===== config.mk =====
export PLATFORM = sky130hd
export DESIGN_NAME = stu_ctrl
export DESIGN_NICKNAME = d
export VERILOG_FILES = /design/src/rtl/stu_pkg.sv /design/src/rtl/stu_ctrl.sv
export SDC_FILE = /design/constraint.sdc
export NUM_CORES = 1
export LEC_CHECK = 0
export BUFFER_PORTS_ARGS = -buffer_cell sky130_fd_sc_hd__buf_2
export CAP_MARGIN = 10
export CORE_MARGIN = 2
export CORE_UTILIZATION = 55
export DETAILED_ROUTE_END_ITERATION = 16
export PLACE_DENSITY = 0.82
export SLEW_MARGIN = 20
export SYNTH_ARGS = -nofsm -noshare
export SYNTH_HDL_FRONTEND = slang
export SYNTH_SLANG_ARGS = --single-unit

===== constraint.sdc =====
create_clock -name clk -period 5.2 [get_ports clk]
set_input_delay 0.52 -clock clk [delete_from_list [all_inputs] [get_ports clk]]
set_output_delay 0.52 -clock clk [all_outputs]
set_load 0.005 [all_outputs]

===== src/rtl/stu_pkg.sv =====
// Shared types and constants for the signature table update block.
package stu_pkg;

  // Fixed field widths of the two channels and of the hash
  localparam int PAGE_W   = 52;
  localparam int OFF_W    = 6;
  localparam int OUT_SIG_W = 12;
  localparam int DELTA_W  = 7;
  localparam int HASH_W   = 64;

  // Multiplier of the final hash step
  localparam logic [31:0] MIX_MULT = 32'd2654435761;

  // Controller to datapath commands; at most one is high in a cycle
  typedef struct packed {
    logic take;       // input channel ready
    logic clr;        // write one reset row during the clearing pass
    logic mix_step;   // two steps of the integer mix
    logic mul0;       // low half product
    logic mul1;       // high half product, stage low half
    logic mul2;       // combine halves
    logic set_mask;   // set index from low hash bits
    logic mod_step;   // four hash bits of the set remainder
    logic rd;         // read the set row
    logic look;       // tag compare
    logic pick;       // way selection
    logic upd;        // write row back, load result register
  } stu_cmd_t;

  // Datapath to controller status
  typedef struct packed {
    logic in_valid;
    logic clr_last;
    logic mix_last;
    logic mod_last;
    logic set_pow2;
    logic out_free;
  } stu_sts_t;

endpackage


===== src/rtl/stu_ctrl.sv =====
// Sequencer for the signature table: clearing pass, hash, lookup, update.
module stu_ctrl
  import stu_pkg::*;
(
  input  logic      clk,
  input  logic      rst,
  input  stu_sts_t  sts,
  output stu_cmd_t  cmd
);

  typedef enum logic [10:0] {
    S_CLEAR = 11'b00000000001,
    S_IDLE  = 11'b00000000010,
    S_MIX   = 11'b00000000100,
    S_MUL0  = 11'b00000001000,
    S_MUL1  = 11'b00000010000,
    S_MUL2  = 11'b00000100000,
    S_MOD   = 11'b00001000000,
    S_READ  = 11'b00010000000,
    S_LOOK  = 11'b00100000000,
    S_PICK  = 11'b01000000000,
    S_WRITE = 11'b10000000000
  } state_t;

  state_t state, state_next;

  always_ff @(posedge clk) begin
    if (rst) begin
      state <= S_CLEAR;
    end else begin
      state <= state_next;
    end
  end

  // Next state and command decode
  always_comb begin
    cmd        = '0;
    state_next = state;
    unique case (state)
      S_CLEAR: begin
        cmd.clr = 1'b1;
        if (sts.clr_last) state_next = S_IDLE;
      end
      S_IDLE: begin
        cmd.take = 1'b1;
        if (sts.in_valid) state_next = S_MIX;
      end
      S_MIX: begin
        cmd.mix_step = 1'b1;
        if (sts.mix_last) state_next = S_MUL0;
      end
      S_MUL0: begin
        cmd.mul0   = 1'b1;
        state_next = S_MUL1;
      end
      S_MUL1: begin
        cmd.mul1   = 1'b1;
        state_next = S_MUL2;
      end
      S_MUL2: begin
        cmd.mul2   = 1'b1;
        state_next = S_MOD;
      end
      S_MOD: begin
        if (sts.set_pow2) begin
          cmd.set_mask = 1'b1;
          state_next   = S_READ;
        end else begin
          cmd.mod_step = 1'b1;
          if (sts.mod_last) state_next = S_READ;
        end
      end
      S_READ: begin
        cmd.rd     = 1'b1;
        state_next = S_LOOK;
      end
      S_LOOK: begin
        cmd.look   = 1'b1;
        state_next = S_PICK;
      end
      S_PICK: begin
        cmd.pick   = 1'b1;
        state_next = S_WRITE;
      end
      S_WRITE: begin
        // hold until the result register is free
        if (sts.out_free) begin
          cmd.upd    = 1'b1;
          state_next = S_IDLE;
        end
      end
      default: state_next = S_CLEAR;
    endcase
  end

endmodule


# ---- After elaboration in Yosys (flattened, before gate mapping)
# Cells that the tools add are included.
dict set report totals {
  regBits 11
}
dict set report op_classes {
  reduce_logical 1
  muxes 21
  eq_ne 16
}
# cell n
set ops {}
lappend ops {{11-bit one-hot mux with 11 select lines} 1}
lappend ops {{11-bit two-way mux} 6}
lappend ops {{1-bit two-way mux} 13}
lappend ops {{11-bit by 1-bit == test with 1-bit output (second input constant)} 1}
lappend ops {{11-bit by 10-bit == test with 1-bit output (second input constant)} 1}
lappend ops {{11-bit == test (second input constant)} 1}
lappend ops {{11-bit by 2-bit == test with 1-bit output (second input constant)} 1}
lappend ops {{11-bit by 3-bit == test with 1-bit output (second input constant)} 1}
lappend ops {{11-bit by 4-bit == test with 1-bit output (second input constant)} 1}
lappend ops {{11-bit by 5-bit == test with 1-bit output (second input constant)} 1}
lappend ops {{11-bit by 6-bit == test with 1-bit output (second input constant)} 1}
lappend ops {{11-bit by 7-bit == test with 1-bit output (second input constant)} 1}
lappend ops {{11-bit by 8-bit == test with 1-bit output (second input constant)} 1}
lappend ops {{11-bit by 9-bit == test with 1-bit output (second input constant)} 1}
lappend ops {{2-bit inequality test (second input constant)} 4}
lappend ops {{5-bit AND reduction} 1}
lappend ops {{3-bit inequality test (second input constant)} 1}
lappend ops {{2-bit two-way mux} 1}

# ---- Depth between registers and ports, before layout
dict set report logic_depth {
  word_depth 3
  ltp_mapped 6
  ltp_nobuf 4
}

# ---- Least setup slack after synthesis
# OpenSTA, ideal clock, no wires.
dict set report synth_timing {
  kind {register -> output}
  startpoint {register state[5]}
  endpoint {output port cmd[10] (netlist bit)}
  path_stages_with_launch 6
  required_time_ps 4680
  path_slack_ps 2877
  arrival_time_ps 1803
  cell_sequence {dfxtp_1 -> clkbuf_1 -> or4_1 -> clkbuf_1 -> or4b_2 -> inv_1}
}
# item line_no
set synth_rtl {}
lappend synth_rtl {{start, declared} stu_ctrl.sv:25} ;# state_t state, state_next;
lappend synth_rtl {{start signal, assigned} stu_ctrl.sv:31} ;# state <= state_next;
lappend synth_rtl {{end, declared} stu_ctrl.sv:8} ;# output stu_cmd_t cmd

==> metrics.txt <==
Worst Skew=0.00187 ns; Mean Syn Cell Area=7.67 µm²; nets=127; reg2reg end=state[7]; Crit. Startpoint=state[0]; Worst-path clk slew=0.07 ns; highest-count cells in the layout ignoring fill and taps=buf_2 (19), nor3_1 (11), dfxtp_1 (11), nor4_1 (9); Ports=20; Top Registers=state (11); initial antenna violation count=0; # diodes=0; core area=1320 µm²; global routing usage on met2=39.4%; Slew @ Worst Pin=0.457 ns; arrival time worst endpoint=2.31 ns; synth top area cells=dfxtp_1 (28%), nor4_1 (7.1%), nor3_1 (7.0%); post-route ant nets=0; synth unique cells=30; # DRC=0; FP Rows=13; setup slack after layout=2.37 ns; Pleak=0.353 nW; post-route cell area=898 µm²; Die Area=1750 µm²; Worst EP required=4.68 ns; Post-CTS Setup Inserts=0; crit-path max FO=11; post-route minimum period=2.83 ns; status=finished, final reports clean; CP startpoint kind=register; pin count of the biggest net entering global routing=14; maximum vdd drop=0.256 mV; DR vias=841; routed vias/inst=6.32; max cap viols=0; CTS tree=built; Clock Latency Late Sink=0.27 ns; Pins Over Slew Limit=0; share of cells above drive strength 1=24.6%; Placed Area=872 µm²; # port buffers=19; met3 Resource Use GR=3.91%; Tightest Hold Check Type=input pin to register; GRT overflow=0; first-pass GRT wire length=3280 µm; PostCTS Resize Cnt=0; number of hold buffers added after CTS=0; sequential area share after synthesis=27.9%; chip width=41.9 µm; Hold Path Stages=2; met1 Track Usage GR=31.7%; YS warnings=0; most common cell after layout, fill and taps aside=buf_2; synthesized area=790 µm²; fill cell count=120; RSZ-0062 raised after global routing=false; Reg2Reg Depth=4; gpl congestion=0.850; overall routed net length=1920 µm; H-Tree Level Count=1; Total Neg Setup Slack=0 ns; Die Span Y=41.9 µm; number of CTS-inserted buffers=3; WS Path Type=register to output port; period utilization=54.3%; CP endpoint=cmd[6]; clk buf depth=2; Starting Density=59.9%; clk sink count=11; Synth-to-Final Area Change=13.8%; Worst setup EP type=output port; RR Startpoint=state[0]; pre-CTS setup slack=2.69 ns; busiest grt layer=met2; share of the synthesized area in the top cell type=27.9%; Mapped Nets=111; Root Buffer=clkbuf_4; largest reg by FF count=state; slew margin rel.=69.3%; DP HPWL=1420 µm; Pwr Density=319 nW/µm²; post-synth top area cell=dfxtp_1; DRT Pass-1 Iters=4; total track usage=24.5%; vias in the first global route=731; wire length per cell=14.4 µm; initial drt markers=24; Final Hold Viols=0; Seq cells post-synth=11; FMAX=354 MHz; reg2reg setup slack=3.01 ns; Final setup viols=0; max FFs per register=11; post-synthesis cell count=103
synthesized netlist by cell type, drive strengths merged:
master  count
o32ai       1
o211ai      1
clkbuf      7
xnor2       3
dfxtp      11
a41o        1
or3         5
nand2       4
nand2b      6
xor2        1
or2         2
o31a        2
or3b        2
a211oi      2
or2b        1
or4b        1
buf         1
nor3b       5
nor4b       3
nand3b      2
or4         5
o21ai       3
nor2        6
o21a        1
a21oi       3
inv         3
nor4        9
nor3       12
area by class of cell:
class                      instances  area (µm²)  share of cell area, %
timing repair buffer              19        95.1                   10.6
tap                               15        18.8                   2.09
sequential                        11         220                   24.5
inverter                           3        11.3                   1.25
clock buffer                       4        26.3                   2.92
multi-input combinational         81         527                   58.6
power breakdown:
group	switching [mW]	internal (mW)
logic	0.0580	0.0511
registers	0.0240	0.0931
clock network	0.0302	0.0298
cells by family (layout without fill, tap and decap cells):
| kind of cell | after synthesis | after routing | share of synthesized area (%) |
|---|---|---|---|
| simple gates | 63 | 63 | 50.1 |
| compound gates | 14 | 14 | 12.2 |
| buf+inv | 11 | 26 | 5.39 |
| flops | 11 | 11 | 27.9 |
| xor+xnor | 4 | 4 | 4.44 |
how the worst min path moves through the flow:
stage	slack, ns	from	end
finish	0.45	sts[4]	state[0]
global route	0.46	sts[4]	state[0]
CTS	0.44	sts[4]	state[0]
detailed placement	0.58	state[4]	state[5]
global placement	0.57	state[4]	state[5]
floorplan	0.53	state[4]	state[5]
stage by stage:
| step | utilization (%) | std cells | power (mW) | hold WS [ns] |
|---|---|---|---|---|
| after global placement | 66.2 | 129 | 0.224 | 0.567 |
| after floorplan | - | 103 | 0.203 | 0.528 |
| after detailed placement | 66.2 | 129 | 0.227 | 0.582 |
| final | 68.2 | 133 | 0.286 | 0.448 |
| after global routing | 68.2 | 133 | 0.308 | 0.460 |
| after CTS | 68.2 | 133 | 0.288 | 0.437 |
critical path: stages (launching register included):
cell	delay [ns]
dfxtp_1	0.42
or4_1	0.66
nand2b_1	0.25
or3_1	0.38
nor3b_1	0.19
buf_2	0.14
layer usage:
metal,up-vias,part of all wire (%)
met1,389,46
met3,4,5.5
li1,421,-
met4,0,1.3
met5,-,0
met2,27,47
No activity file was read; power rests on OpenSTA's default activity.
